`src/rtl/aef_pkg.sv`:
```
// Shared types and constants for the archive entry framer.
// No dependencies; used by every module in the rtl folder.

package aef_pkg;

    // Entry marker: three prefix bytes followed by the final byte.
    localparam logic [23:0] MARK_PREFIX = 24'h324458;
    localparam logic [7:0]  MARK_LAST   = 8'h39;

    // Header layout, counted from the first marker byte.
    localparam logic [31:0] HEADER_LEN  = 32'h18;
    localparam logic [3:0]  HEADER_INIT = 4'h4;
    localparam logic [3:0]  SIZE_FIRST  = 4'h8;
    localparam logic [3:0]  SIZE_LAST   = 4'hB;

    // Distance from the last size byte to the payload start.
    localparam logic [31:0] START_ADJ = HEADER_LEN - 32'(SIZE_LAST);

    // Header bytes still to skip after the last size byte.
    localparam logic [32:0] SKIP_TAIL = 33'(HEADER_LEN) - 33'(SIZE_LAST) - 33'd1;

    // Parser mode, one-hot.
    typedef enum logic [2:0] {
        MODE_SCAN   = 3'b001,
        MODE_HEADER = 3'b010,
        MODE_SKIP   = 3'b100
    } t_mode;

    // One input transaction as held in the input register.
    typedef struct packed {
        logic [7:0] data_byte;
        logic       end_of_archive;
    } t_in_item;

    // Handshake between the input register and the framer core.
    typedef struct packed {
        logic valid;
        logic take;
    } t_stage_ctl;

endpackage

```
`src/rtl/aef_in_reg.sv`:
```
// Input register of the archive entry framer.
// Depends on aef_pkg for the item type.

module aef_in_reg (
    input  logic              i_clk,
    input  logic              i_rst_n,
    input  logic              i_in_valid,
    output logic              o_in_ready,
    input  logic [7:0]        i_data_byte,
    input  logic              i_end_of_archive,
    input  logic              i_take,
    output aef_pkg::t_in_item o_item,
    output logic              o_valid
);

    logic              r_valid;
    logic              n_valid;
    aef_pkg::t_in_item r_item;
    logic              w_accept;

    // The register frees up in the same cycle the core consumes it.
    assign o_in_ready = !r_valid || i_take;
    assign w_accept   = i_in_valid && o_in_ready;

    always_comb begin
        n_valid = r_valid;
        if (w_accept) begin
            n_valid = 1'b1;
        end else if (i_take) begin
            n_valid = 1'b0;
        end
    end

    // Occupancy flag.
    always_ff @(posedge i_clk) begin
        if (!i_rst_n) begin
            r_valid <= 1'b0;
        end else begin
            r_valid <= n_valid;
        end
    end

    // Payload capture on each accepted transaction.
    always_ff @(posedge i_clk) begin
        if (w_accept) begin
            r_item.data_byte      <= i_data_byte;
            r_item.end_of_archive <= i_end_of_archive;
        end
    end

    assign o_item  = r_item;
    assign o_valid = r_valid;

endmodule

```
`src/rtl/aef_core.sv`:
```
// Framer core: marker scan, header parse, payload skip and result register.
// Depends on aef_pkg for constants, the mode enum and the item type.

module aef_core (
    input  logic                i_clk,
    input  logic                i_rst_n,
    input  aef_pkg::t_in_item   i_item,
    input  logic                i_item_valid,
    output aef_pkg::t_stage_ctl o_ctl,
    output logic                o_out_valid,
    input  logic                i_out_ready,
    output logic [15:0]         o_entry_index,
    output logic [31:0]         o_payload_start,
    output logic [31:0]         o_payload_size
);

    // Parser state.
    aef_pkg::t_mode r_mode;
    aef_pkg::t_mode n_mode;
    logic [31:0]    r_pos;
    logic [31:0]    n_pos;
    logic [23:0]    r_recent;
    logic [23:0]    n_recent;
    logic [1:0]     r_run;
    logic [1:0]     n_run;
    logic [3:0]     r_hdr_off;
    logic [3:0]     n_hdr_off;
    logic [31:0]    r_size_acc;
    logic [31:0]    n_size_acc;
    logic [32:0]    r_skip;
    logic [32:0]    n_skip;
    logic [15:0]    r_count;
    logic [15:0]    n_count;

    // Result register.
    logic           r_out_valid;
    logic           n_out_valid;
    logic [15:0]    r_entry_index;
    logic [31:0]    r_payload_start;
    logic [31:0]    r_payload_size;

    logic           w_take;
    logic           w_result;
    logic [31:0]    w_size_full;
    logic [32:0]    w_skip_dec;

    // Consume the held item when the result register can take its outcome.
    assign w_take = i_item_valid && (!r_out_valid || i_out_ready);
    assign o_ctl  = '{valid: i_item_valid, take: w_take};

    assign w_size_full = {i_item.data_byte, r_size_acc[23:0]};
    assign w_skip_dec  = (r_skip != 33'd0) ? (r_skip - 33'd1) : r_skip;

    // Next-state logic for one byte.
    always_comb begin
        n_mode     = r_mode;
        n_recent   = r_recent;
        n_run      = r_run;
        n_hdr_off  = r_hdr_off;
        n_size_acc = r_size_acc;
        n_skip     = r_skip;
        n_count    = r_count;
        w_result   = 1'b0;

        unique case (r_mode)
            aef_pkg::MODE_HEADER: begin
                // Offsets 8 to 11 carry the size, least significant byte first.
                if (r_hdr_off[3]) begin
                    case (r_hdr_off[1:0])
                        2'd0:    n_size_acc[7:0]   = i_item.data_byte;
                        2'd1:    n_size_acc[15:8]  = i_item.data_byte;
                        2'd2:    n_size_acc[23:16] = i_item.data_byte;
                        default: n_size_acc[31:24] = i_item.data_byte;
                    endcase
                end
                if (r_hdr_off == aef_pkg::SIZE_LAST) begin
                    w_result = 1'b1;
                    n_count  = r_count + 16'd1;
                    n_skip   = {1'b0, w_size_full} + aef_pkg::SKIP_TAIL;
                    n_mode   = aef_pkg::MODE_SKIP;
                end else begin
                    n_hdr_off = r_hdr_off + 4'd1;
                end
            end
            aef_pkg::MODE_SKIP: begin
                n_skip = w_skip_dec;
                if (w_skip_dec == 33'd0) begin
                    n_mode   = aef_pkg::MODE_SCAN;
                    n_run    = 2'd0;
                    n_recent = 24'd0;
                end
            end
            default: begin
                // Scanning; the full marker must lie after the resume point.
                if (r_run == 2'd3 && r_recent == aef_pkg::MARK_PREFIX &&
                    i_item.data_byte == aef_pkg::MARK_LAST) begin
                    n_mode     = aef_pkg::MODE_HEADER;
                    n_hdr_off  = aef_pkg::HEADER_INIT;
                    n_size_acc = 32'd0;
                    n_run      = 2'd0;
                    n_recent   = 24'd0;
                end else begin
                    n_recent = {r_recent[15:0], i_item.data_byte};
                    if (r_run != 2'd3) begin
                        n_run = r_run + 2'd1;
                    end
                end
            end
        endcase

        n_pos = r_pos + 32'd1;

        // The final byte of an archive returns all parser state to reset.
        if (i_item.end_of_archive) begin
            n_mode     = aef_pkg::MODE_SCAN;
            n_pos      = 32'd0;
            n_recent   = 24'd0;
            n_run      = 2'd0;
            n_hdr_off  = 4'd0;
            n_size_acc = 32'd0;
            n_skip     = 33'd0;
            n_count    = 16'd0;
        end
    end

    // Output valid: loaded with each consumed item, cleared when taken.
    always_comb begin
        n_out_valid = r_out_valid;
        if (w_take) begin
            n_out_valid = w_result;
        end else if (i_out_ready) begin
            n_out_valid = 1'b0;
        end
    end

    // Parser state and output valid.
    always_ff @(posedge i_clk) begin
        if (!i_rst_n) begin
            r_mode      <= aef_pkg::MODE_SCAN;
            r_pos       <= 32'd0;
            r_recent    <= 24'd0;
            r_run       <= 2'd0;
            r_hdr_off   <= 4'd0;
            r_size_acc  <= 32'd0;
            r_skip      <= 33'd0;
            r_count     <= 16'd0;
            r_out_valid <= 1'b0;
        end else begin
            r_out_valid <= n_out_valid;
            if (w_take) begin
                r_mode     <= n_mode;
                r_pos      <= n_pos;
                r_recent   <= n_recent;
                r_run      <= n_run;
                r_hdr_off  <= n_hdr_off;
                r_size_acc <= n_size_acc;
                r_skip     <= n_skip;
                r_count    <= n_count;
            end
        end
    end

    // Result payload.
    always_ff @(posedge i_clk) begin
        if (w_take && w_result) begin
            r_entry_index   <= r_count;
            r_payload_start <= r_pos + aef_pkg::START_ADJ;
            r_payload_size  <= w_size_full;
        end
    end

    assign o_out_valid     = r_out_valid;
    assign o_entry_index   = r_entry_index;
    assign o_payload_start = r_payload_start;
    assign o_payload_size  = r_payload_size;

endmodule

```
`src/rtl/archive_entry_framer.sv`:
```
// Top level of the archive entry framer: input register plus framer core.
// Depends on aef_pkg, aef_in_reg and aef_core.
//
//  Channel | Handshake               | Payload
//  --------+-------------------------+------------------------------------------------
//  input   | i_in_valid / o_in_ready | i_data_byte, i_end_of_archive
//  output  | o_out_valid/i_out_ready | o_entry_index, o_payload_start, o_payload_size
//
// One byte per clock is sustained while the output is not stalled; a result
// becomes valid once its byte has passed the input register and the core has
// loaded the result register. Throughput is set by the parser state update in the core.
// Reset is synchronous and active low; it clears all parser state.
// A stalled output holds its result while the input register still takes one
// more byte; after that o_in_ready drops until the result is taken.

module archive_entry_framer (
    input  logic        i_clk,
    input  logic        i_rst_n,
    input  logic        i_in_valid,
    output logic        o_in_ready,
    input  logic [7:0]  i_data_byte,
    input  logic        i_end_of_archive,
    output logic        o_out_valid,
    input  logic        i_out_ready,
    output logic [15:0] o_entry_index,
    output logic [31:0] o_payload_start,
    output logic [31:0] o_payload_size
);

    aef_pkg::t_in_item   w_item;
    logic                w_item_valid;
    aef_pkg::t_stage_ctl w_ctl;

    aef_in_reg u_in_reg (
        .i_clk            (i_clk),
        .i_rst_n          (i_rst_n),
        .i_in_valid       (i_in_valid),
        .o_in_ready       (o_in_ready),
        .i_data_byte      (i_data_byte),
        .i_end_of_archive (i_end_of_archive),
        .i_take           (w_ctl.take),
        .o_item           (w_item),
        .o_valid          (w_item_valid)
    );

    aef_core u_core (
        .i_clk           (i_clk),
        .i_rst_n         (i_rst_n),
        .i_item          (w_item),
        .i_item_valid    (w_item_valid),
        .o_ctl           (w_ctl),
        .o_out_valid     (o_out_valid),
        .i_out_ready     (i_out_ready),
        .o_entry_index   (o_entry_index),
        .o_payload_start (o_payload_start),
        .o_payload_size  (o_payload_size)
    );

`ifndef SYNTHESIS
    // A new result only follows a transaction consumed by the core.
    a_result_from_take: assert property (@(posedge i_clk) disable iff (!i_rst_n)
        $rose(o_out_valid) |-> $past(w_ctl.take))
        else $error("result appeared without a consumed transaction");

    // An empty input register always accepts.
    a_empty_accepts: assert property (@(posedge i_clk) disable iff (!i_rst_n)
        !w_item_valid |-> o_in_ready)
        else $error("input register empty but not ready");

    // With a stalled result and a held byte, nothing more may enter.
    a_full_blocks: assert property (@(posedge i_clk) disable iff (!i_rst_n)
        (o_out_valid && !i_out_ready && w_item_valid) |-> !o_in_ready)
        else $error("input accepted while both stages are full");

    // The core never consumes from an empty input register.
    a_take_needs_item: assert property (@(posedge i_clk) disable iff (!i_rst_n)
        w_ctl.take |-> w_ctl.valid)
        else $error("core consumed an empty input register");
`endif

endmodule
```
`config.mk`:
```
export PLATFORM = sky130hd
export DESIGN_NAME = archive_entry_framer
export DESIGN_NICKNAME = d
export VERILOG_FILES = /design/src/rtl/aef_pkg.sv /design/src/rtl/aef_in_reg.sv /design/src/rtl/aef_core.sv /design/src/rtl/archive_entry_framer.sv
export SDC_FILE = /design/constraint.sdc
export NUM_CORES = 1
export LEC_CHECK = 0
export ABC_AREA = 1
export BUFFER_PORTS_ARGS = -buffer_cell sky130_fd_sc_hd__clkbuf_2
export CAP_MARGIN = 20
export CORE_ASPECT_RATIO = 2
export CORE_UTILIZATION = 35
export CTS_CLUSTER_SIZE = 28
export DETAILED_ROUTE_END_ITERATION = 6
export HOLD_SLACK_MARGIN = 0.03
export PLACE_DENSITY = 0.54
export SLEW_MARGIN = 20
export SYNTH_ARGS = -nofsm -noshare
export SYNTH_HDL_FRONTEND = slang
export SYNTH_HIERARCHICAL = 1
export SYNTH_SLANG_ARGS = --single-unit
```
`constraint.sdc`:
```
create_clock -name i_clk -period 7.9 [get_ports i_clk]
set_input_delay 0.395 -clock i_clk [delete_from_list [all_inputs] [get_ports i_clk]]
set_output_delay 0.395 -clock i_clk [all_outputs]
set_load 0.005 [all_outputs]
```
==> run_results.csv, run 1 <==
group,metric,value,unit
global_routing,grt_max_degree,69,
clocking,cts_buffers,22,
sta,slew-limit-headroom,35.3,%
setup_path,r2r_start,"u_core/r_skip[0]$_SDFFE_PN0P_",
sta,period_share,43.4,%
setup_path,arrival,3.81,ns
detailed_routing,route.vias.total,10500,
cells_and_area,layout.nets,1629,
die,io_pins,95,
detailed_routing,wl,37.6,mm
setup_path,setup.worst_path.start,"u_core/r_skip[0]$_SDFFE_PN0P_",
detailed_routing,viasPerCell,5.11,
clocking,clock_latency,0.52,ns
detailed_routing,drt_iter0_drc,557,
setup_path,crit_path_cell_trace,"inv_1 > ha_1 > nand2_1 > nor2_1 > nand2_1 > xnor2_1 > nand2_1 > nand2_1 > nor2_1 > nand3_1 > nor2_1 > nand2_2 > nand2_4 > nand2_4 > nand2_1 > a21oi_1",
cells_and_area,final_area,0.0132,mm²
pwr,power_density,207,mW/mm²
clocking,cts_tree,"done",
yosys,ys_warn_count,6,
clocking,cts_setup_buffers,0,
pwr,p_sw,0.000721,W
detailed_routing,avgRoutedWirePerCell,18.4,µm
die,core_area,0.0323,mm²
pwr,p_clk_share,41.5,%
sta,whs,0.0456,ns
pwr,p_seq_share,46.4,%
cells_and_area,stdcell_count,2049,
pwr,p_leak,5.21,nW
cells_and_area,final_common_cell,"nand2_1",
setup_path,critical_path.max_fanout,32,
yosys,syn_avg_cell_area,7.58,µm²
setup_path,critPathKind,"flip-flop to flip-flop",
setup_path,r2r_slack,4.47,ns
placement,gp_congestion,0.955,
clocking,cts_buffer_depth,3,
cells_and_area,fillCellCount,3485,
run,maxCapViolations,0,
die,initial_core_util,35.7,%
sta,setup_violations,0,
detailed_routing,drc,0,
clocking,cts_resized,0,
sta,rsz0062_at_grt,"false",
yosys,synth_cells,1524,
cells_and_area,multiInputGateArea,0.00523,mm²
cells_and_area,final_util,40.7,%
sta,clock_skew,0.00909,ns
setup_path,timing.rr.end,"u_core/r_recent[18]$_SDFFE_PN0P_",
placement,dp.cells,2008,
placement,port_buffers,94,
worst_hold_path,hold_depth,1,
detailed_routing,antenna_left,0,
cells_and_area,area_delta_synth_final,14.0,%
placement,placedInstanceArea,0.0124,mm²
sta,tightestPinTransition,0.970,ns
clocking,cts_root_buffer,"clkbuf_16",
setup_path,max_stage_delay,0.44,ns
clocking,clk_pin_slew,0.07,ns
yosys,netlist_area,0.0116,mm²
die,num_rows,93,
pwr,swShare,26.5,%
clocking,htree_num_levels,1,
status,status,"complete, no violations",
sta,finalSetupTns,0,ns
cells_and_area,diodes,0,
setup_path,crit_top_cell,"nand2_1",
setup_path,crit_required,8.27,ns
sta,fmax,0.291,GHz
pwr,irDropWorstVdd,155,µV
global_routing,grt_pass1_wl,57.5,mm
die,die_h,259,µm
cells_and_area,drive_above_1_share,10.2,%
setup_path,cp-endpoint,"u_core/r_recent[18]$_SDFFE_PN0P_",
cells_and_area,seqCellArea,0.00548,mm²
sta,hold_violations,0,
worst_hold_path,hold_class,"input pin to flip-flop",
die,dieArea,0.0338,mm²
pwr,p_int,0.00201,W
yosys,syn_nets,1547,
global_routing,grt_usage,22.8,%
detailed_routing,dr.pass1.iters,6,
setup_path,r2r_cells,16,
setup_path,cp-end-kind,"flip-flop",
global_routing,grt-ovfl-total,0,
setup_path,crit_path_start_kind,"flip-flop",
sta,period_minus_slack,3.43,ns
placement,dp_hpwl,29.5,mm
sta,finalMaxSlewViolations,0,
cells_and_area,layout_common_cells,"nand2_1 (344), nor2_1 (202), inv_1 (167), a21oi_1 (144), dfxtp_1 (140)",
pwr,combPwrFrac,12.1,%
global_routing,grt_antenna_before_repair,0,
setup_path,cp_slowest_cell,"nor2_1",
global_routing,grt_pass1_vias,10800,
die,die_w,130,µm
clocking,cts.sink_count,229,
[power by group through the flow]
stage | clock (W) | sequential, W | combinational (W)
final | 0.00113 | 0.00127 | 0.000330
after global routing | 0.00120 | 0.00127 | 0.000366
after CTS | 0.00117 | 0.00127 | 0.000327
after detailed placement | 0 | 0.00129 | 0.000325
after global placement | 0 | 0.00129 | 0.000325
after floorplan | 0 | 0.00128 | 0.000232
[worst min path at each step]
| stage | start | to | slack [ns] |
|---|---|---|---|
| after global placement | u_core/r_count[14]$_SDFFE_PN0P_ | u_core/o_entry_index[14]$_DFFE_PP_ | 0.43 |
| after CTS | i_data_byte[1] | u_in_reg/o_item[2]$_DFFE_PP_ | 0.03 |
| final | i_data_byte[1] | u_in_reg/o_item[2]$_DFFE_PP_ | 0.05 |
| after detailed placement | u_core/r_count[14]$_SDFFE_PN0P_ | u_core/o_entry_index[14]$_DFFE_PP_ | 0.43 |
| after global routing | i_data_byte[1] | u_in_reg/o_item[2]$_DFFE_PP_ | 0.04 |
| after floorplan | u_core/r_count[14]$_SDFFE_PN0P_ | u_core/o_entry_index[14]$_DFFE_PP_ | 0.41 |
[registers in the layout, indices dropped and copies added (netlist names)]
signal                  count
u_core/o_payload_start     32
u_core/r_run                2
u_core/r_recent            24
u_core/r_size_acc          24
u_in_reg/o_valid            1
u_core/o_payload_size      32
u_core/r_skip              33
u_core/r_pos               32
u_core/r_mode               3
u_core/o_out_valid          1
u_core/r_count             16
u_core/r_hdr_off            4
u_in_reg/o_item             9
u_core/o_entry_index       16
[cell type report]
class | count | share of cell area, %
well taps | 427 | 4.06
clock buffers | 28 | 4.59
flip-flops and latches | 229 | 41.6
repair buffers | 101 | 3.99
multi-input cells | 1081 | 39.7
inverters | 171 | 4.89
clock inverters | 12 | 1.23
[metrics by stage]
stage               setup WS, ns  total power, W
finish                      4.47         0.00273
global route                4.10         0.00284
CTS                         4.42         0.00276
detailed placement          4.20         0.00162
global placement            4.24         0.00162
floorplan                   2.35         0.00151
[repair_timing]
item | CTS | global route
setup endpoints to repair | 0 | 0
hold buffers | 1 | 0
endpoints found under the hold margin | 1 | 0
[worst max-delay path: cells and delay by family (launching register included)]
kind | cells | cell delay, ns
AO/OA/AOI/OAI | 1 | 0.07
flip-flops | 1 | 0.31
adder cells (fa/ha/maj) | 1 | 0.33
buffers and inverters | 1 | 0.16
AND/OR/NAND/NOR | 12 | 2.22
XOR/XNOR | 1 | 0.17
[layer usage]
metal,track usage [%],vias to the layer above,wire (µm)
met4,19.6,0,3540
li1,-,5205,-
met1,19.1,4860,11600
met3,2.78,148,1170
met2,45.1,262,21400
met5,0,-,0
(Power assumes the default switching activity.)
==> inputs of run 2 (changes only) <==
ABC_AREA = 0   (was 1)
PLACE_DENSITY = 0.55   (was 0.54)
clock period = 3.3 ns   (was 7.9 ns; I/O delays follow)
==> run 2 against run 1 <==
Net effect: wire length is 8.6% lower; largest power group unchanged; global-route usage is 0.61 points lower; combinational power up 96%; fmax rose by 4.4%; highest routed layer unchanged; critical path depth is 5 lower; the run now ends with DRC left; core utilization is 3.7 points higher; synthesized cell count decreased by 27%; non-clock buffer count up 138; via count is 13% lower; flip-flop and latch count unchanged.
==> run_results.csv, run 2 <==
group,metric,value,unit
status,status,"finished with violations",
status,violations,"DRC",
global_routing,grt_antenna_before_repair,1,
cells_and_area,stdcell_count,1694,
detailed_routing,avgRoutedWirePerCell,20.3,µm
sta,rsz0062_at_grt,"true",
die,initial_core_util,35.4,%
die,io_pins,95,
placement,gp_congestion,0.968,
yosys,ys_warn_count,6,
detailed_routing,wl,34.4,mm
global_routing,grt_pass1_wl,52.2,mm
pwr,irDropWorstVdd,356,µV
clocking,htree_num_levels,1,
placement,port_buffers,94,
sta,layout_setup_ws,0.0140,ns
setup_path,critical_path.max_fanout,6,
setup_path,max_stage_delay,0.53,ns
cells_and_area,final_util,44.4,%
clocking,clock_latency,0.54,ns
detailed_routing,dr.pass1.iters,7,
placement,pre_cts_ws,-0.425,ns
yosys,synth_cells,1109,
clocking,cts_tree,"done",
cells_and_area,layout_common_cells,"nor2_1 (142), dfxtp_1 (139), buf_4 (130), nand2_1 (98), clkbuf_2 (95)",
die,core_area,0.0301,mm²
global_routing,grt_max_degree,60,
sta,slew-limit-headroom,42.1,%
clocking,cts_buffer_depth,3,
die,die_w,125,µm
die,dieArea,0.0312,mm²
clocking,clk_pin_slew,0.07,ns
setup_path,cp_slowest_cell,"or4_4",
sta,fmax,0.304,GHz
clocking,cts_root_buffer,"clkbuf_16",
sta,finalMaxSlewViolations,0,
clocking,cts_buffers,22,
detailed_routing,viasPerCell,5.38,
cells_and_area,final_area,0.0133,mm²
cells_and_area,area_delta_synth_final,25.4,%
yosys,syn_avg_cell_area,9.60,µm²
run,maxCapViolations,0,
cells_and_area,largest_register_ff_count,33,
clocking,cts.sink_count,229,
yosys,syn_nets,1132,
cells_and_area,drive_above_1_share,22.9,%
pwr,p_leak,5.33,nW
detailed_routing,drt_iter0_drc,438,
pwr,p_total,0.00605,W
global_routing,grt_pass1_vias,9217,
setup_path,critPathKind,"flip-flop to flip-flop",
sta,hold_violations,0,
setup_path,crit_required,3.73,ns
placement,dp.cells,1634,
detailed_routing,antenna_left,0,
cells_and_area,layout.nets,1332,
die,num_rows,90,
setup_path,cp-end-kind,"flip-flop",
sta,period_share,99.6,%
placement,dp_hpwl,25.3,mm
cells_and_area,top_register,"u_core/r_skip",
yosys,netlist_area,0.0106,mm²
sta,clock_skew,0.0200,ns
global_routing,grt_usage,22.2,%
sta,period_minus_slack,3.29,ns
global_routing,grt-ovfl-total,0,
die,die_h,249,µm
setup_path,crit_path_cell_trace,"or4_4 > or4_4 > nor3_4 > buf_6 > or4_1 > xor2_1 > and4_1 > nand4_1 > buf_6 > a31o_2 > a22o_1",
worst_hold_path,hold_class,"input pin to flip-flop",
detailed_routing,route.vias.total,9109,
setup_path,crit_path_start_kind,"flip-flop",
cells_and_area,final_common_cell,"nor2_1",
sta,tightestPinTransition,0.869,ns
detailed_routing,drc,20,
setup_path,arrival,3.72,ns
pwr,power_density,453,mW/mm²
placement,placedInstanceArea,0.0123,mm²
sta,setup_violations,0,
-- run 2: path summary, 6_finish.rpt --
kind	from	to	slack (ns)	cells after the start
setup reg to reg	u_core/r_skip[25]$_SDFFE_PN0P_	u_core/r_recent[9]$_SDFFE_PN0P_	0.01	11
hold / removal	i_rst_n	u_core/r_mode[0]$_SDFFE_PN1P_	0.16	2
hold reg to reg	u_core/r_count[15]$_SDFFE_PN0P_	u_core/o_entry_index[15]$_DFFE_PP_	0.47	0
setup / recovery	u_core/r_skip[25]$_SDFFE_PN0P_	u_core/r_recent[9]$_SDFFE_PN0P_	0.01	11
-- run 2: per-layer routing --
| metal | GRT usage (%) | wire length [µm] |
|---|---|---|
| met1 | 20.2 | 11500 |
| met2 | 43.8 | 19200 |
| met3 | 2.24 | 957 |
| met4 | 17.4 | 2750 |
| met5 | 0 | 0 |
-- run 2: repair_timing --
item | CTS | global route
hold buffers | 11 | 0
setup buffers | 2 | 3
pin swaps | 3 | 7
hold endpoints to repair | 11 | 0
endpoints found under the setup margin | 25 | 24
gates cloned | 1 | 2
resized for setup | 19 | 13
-- run 2: stage by stage --
step                      TNS, ns  hold WS, ns
after floorplan                 0        0.264
after global placement      -9.91        0.343
after detailed placement   -10.03        0.344
after CTS                       0        0.117
after global routing        -1.71        0.146
final                           0        0.155
-- run 2: report_power, final --
part	internal, W	switching, W
clock network	0.00134	0.00111
logic	0.000279	0.000369
registers	0.00294	0.0000195
total	0.00455	0.00150
-- run 2: cell type report --
cell class,instances,area [µm²]
diodes,1,2.50
inverters,23,87.6
multi-input cells,794,5020
fillers,2902,16700
flip-flops and latches,229,5480
clock inverters,9,58.8
well taps,368,460
repair buffers,239,1620
clock buffers,31,627
-- run 2: critical path: cells and delay by family (launching register included) --
family / cells / cell delay [ns]
AND/OR/NAND/NOR: 6 / 1.81
AO/OA/AOI/OAI: 2 / 0.49
flip-flops: 1 / 0.32
buffers and inverters: 2 / 0.34
XOR/XNOR: 1 / 0.23
==> inputs of run 3 (changes only) <==
ABC_AREA = 1   (was 0)
CORE_ASPECT_RATIO = not set   (was 2)
PLACE_DENSITY = 0.54   (was 0.55)
==> run 3 against run 2 <==
Net effect: the run now ends clean; via count is 15% higher; first-iteration DRC count is 110% higher; register-to-register slack better by 0.26 ns; sequential power is 2% higher; flip-flop and latch count stayed put; fmax is 8.8% higher; sequential share of layout area is 0.88 points lower; core utilization is 2.4 points lower; critical endpoint is now u_core/r_recent[7]$_SDFFE_PN0P_.
==> run_results.csv, run 3 (synthesized netlist as in run 1, its figures left out) <==
group,metric,value,unit
status,status,"complete, no violations",
pwr,p_total,0.00680,W
detailed_routing,avgRoutedWirePerCell,16.2,µm
pwr,p_clk_share,43.9,%
placement,gp_congestion,0.915,
global_routing,grt_antenna_before_repair,0,
cells_and_area,final_util,42.0,%
setup_path,r2r_slack,0.28,ns
die,io_pins,95,
setup_path,cp-end-kind,"flip-flop",
worst_hold_path,holdCritStartpoint,"i_rst_n",
placement,dp_hpwl,25.3,mm
clocking,clock_latency,0.55,ns
clocking,cts_root_buffer,"clkbuf_16",
sta,period_minus_slack,3.02,ns
sta,period_share,91.6,%
cells_and_area,layout.nets,1667,
global_routing,grt_pass1_wl,53.7,mm
setup_path,critical_path.max_fanout,25,
setup_path,crit_required,3.78,ns
pwr,p_leak,5.40,nW
pwr,p_int,0.00500,W
pwr,p_sw,0.00180,W
clocking,cts_setup_buffers,0,
setup_path,r2r_cells,18,
placement,placedInstanceArea,0.0126,mm²
detailed_routing,viasPerCell,4.99,
cells_and_area,diodes,0,
worst_hold_path,hold_class,"input pin to flip-flop",
sta,slew-limit-headroom,31.2,%
detailed_routing,dr.pass1.iters,5,
die,initial_core_util,35.5,%
run,maxCapViolations,0,
clocking,cts_buffer_depth,3,
cells_and_area,area_delta_synth_final,18.2,%
clocking,cts_buffers,27,
sta,hold_violations,0,
detailed_routing,antenna_left,0,
sta,rsz0062_at_grt,"false",
die,num_rows,66,
sta,whs,0.0637,ns
cells_and_area,layout_common_cells,"nand2_1 (343), nor2_1 (199), inv_1 (165), a21oi_1 (144), dfxtp_1 (138)",
setup_path,arrival,3.51,ns
cells_and_area,final_area,0.0137,mm²
setup_path,crit_path_start_kind,"flip-flop",
pwr,power_density,498,mW/mm²
detailed_routing,drt_iter0_drc,934,
setup_path,critPathKind,"flip-flop to flip-flop",
cells_and_area,final_common_cell,"nand2_1",
global_routing,grt_pass1_vias,9915,
sta,clock_skew,0.00996,ns
clocking,cts_tree,"done",
die,die_w,184,µm
cells_and_area,largest_register_ff_count,33,
cells_and_area,drive_above_1_share,12.4,%
die,die_h,184,µm
die,core_area,0.0325,mm²
sta,setup_violations,0,
pwr,swShare,26.5,%
detailed_routing,route.vias.total,10500,
sta,finalMaxSlewViolations,0,
pwr,combPwrFrac,11.5,%
sta,tightestPinTransition,1.02,ns
setup_path,r2r_start,"u_core/r_skip[0]$_SDFFE_PN0P_",
sta,fmax,0.331,GHz
placement,dp.cells,2046,
cells_and_area,fillCellCount,3399,
global_routing,grt_usage,20.2,%
clocking,htree_num_levels,1,
global_routing,grt_max_degree,56,
setup_path,timing.rr.end,"u_core/r_recent[7]$_SDFFE_PN0P_",
cells_and_area,top_register,"u_core/r_skip",
pwr,irDropWorstVdd,402,µV
clocking,cts.sink_count,229,
placement,port_buffers,94,
setup_path,setup.worst_path.start,"u_core/r_skip[0]$_SDFFE_PN0P_",
die,dieArea,0.0337,mm²
pwr,p_seq_share,44.6,%
cells_and_area,stdcell_count,2107,
worst_hold_path,hold_end,"u_core/r_mode[0]$_SDFFE_PN1P_",
worst_hold_path,hold_depth,3,
global_routing,grt-ovfl-total,0,
detailed_routing,drc,0,
detailed_routing,wl,34.0,mm
clocking,clk_pin_slew,0.06,ns
## run 3: changes by cell type in the layout (fill, tap and decap cells not counted), sizes merged, moves of 15 or more
cell	before	now
xor2	60	43
nor3	31	50
a21oi	51	146
and3	16	1
a22o	24	0
a22oi	25	0
nor2	142	212
nand3	49	88
or3	17	0
nand2	98	352
xnor2	57	9
o21ai	40	84
inv	22	170
buf	134	29
## run 3: worst max-delay path by stage
stage	to	slack [ns]	depth (start not counted)
after floorplan	u_core/r_count[14]$_SDFFE_PN0P_	-0.75	15
after global placement	u_core/r_recent[7]$_SDFFE_PN0P_	0.04	18
after detailed placement	u_core/r_recent[18]$_SDFFE_PN0P_	0.12	17
after CTS	u_core/r_recent[7]$_SDFFE_PN0P_	0.08	18
after global routing	u_core/r_skip[22]$_SDFFE_PN0P_	0.05	15
final	u_core/r_recent[7]$_SDFFE_PN0P_	0.28	18
## run 3: timing repair
action / 4_1_cts / 5_1_grt
gates resized for setup: 0 / 4
hold buffers: 11 / 0
hold endpoints to repair: 11 / 0
setup endpoints to repair: 0 / 30
## run 3: per-layer routing
layer | vias to the layer above | track usage, % | part of all wire, %
met5 | - | 0 | 0
met1 | 4845 | 29.8 | 48
met3 | 44 | 2.77 | 6.9
li1 | 5277 | - | -
met4 | 0 | 4.97 | 2.0
met2 | 339 | 30.8 | 43
## run 3: critical path: stages (launching register included)
cell and delay (ns):
dfxtp_1 0.31, inv_1 0.20, ha_2 0.31, nand2_1 0.21, nor2_1 0.40, nand2_1 0.11, nand2_1 0.07, nand2_1 0.08
o21ai_0 0.16, nand3_1 0.11, nor2_1 0.09, nand2_1 0.07, nor2_2 0.09, nand2_2 0.07, nand2_4 0.18, nand2_4 0.22
nand2_1 0.12, nand2_1 0.05, nor2_1 0.10
## run 3: metrics by stage
| step | setup WS (ns) | setup TNS, ns |
|---|---|---|
| after detailed placement | 0.118 | 0 |
| after CTS | 0.0779 | 0 |
| after global placement | 0.0360 | 0 |
| after floorplan | -0.748 | -6.27 |
| final | 0.279 | 0 |
| after global routing | 0.0473 | 0 |
## run 3: cell type report
type | instances | area [µm²] | share of cell area (%)
multi-input cells | 1081 | 5280 | 38.6
inverters | 171 | 642 | 4.70
clock inverters | 9 | 113 | 0.825
repair buffers | 134 | 811 | 5.94
well taps | 442 | 553 | 4.05
flip-flops and latches | 229 | 5480 | 40.1
clock buffers | 41 | 778 | 5.70
## run 3: power by group through the flow
stage          clock network [W]  registers (W)  logic (W)
2_1_floorplan                  0        0.00307   0.000556
3_3_place_gp                   0        0.00309   0.000766
3_5_place_dp                   0        0.00309   0.000759
4_1_cts                  0.00307        0.00303   0.000774
5_1_grt                  0.00319        0.00304   0.000876
6_report                 0.00299        0.00303   0.000784
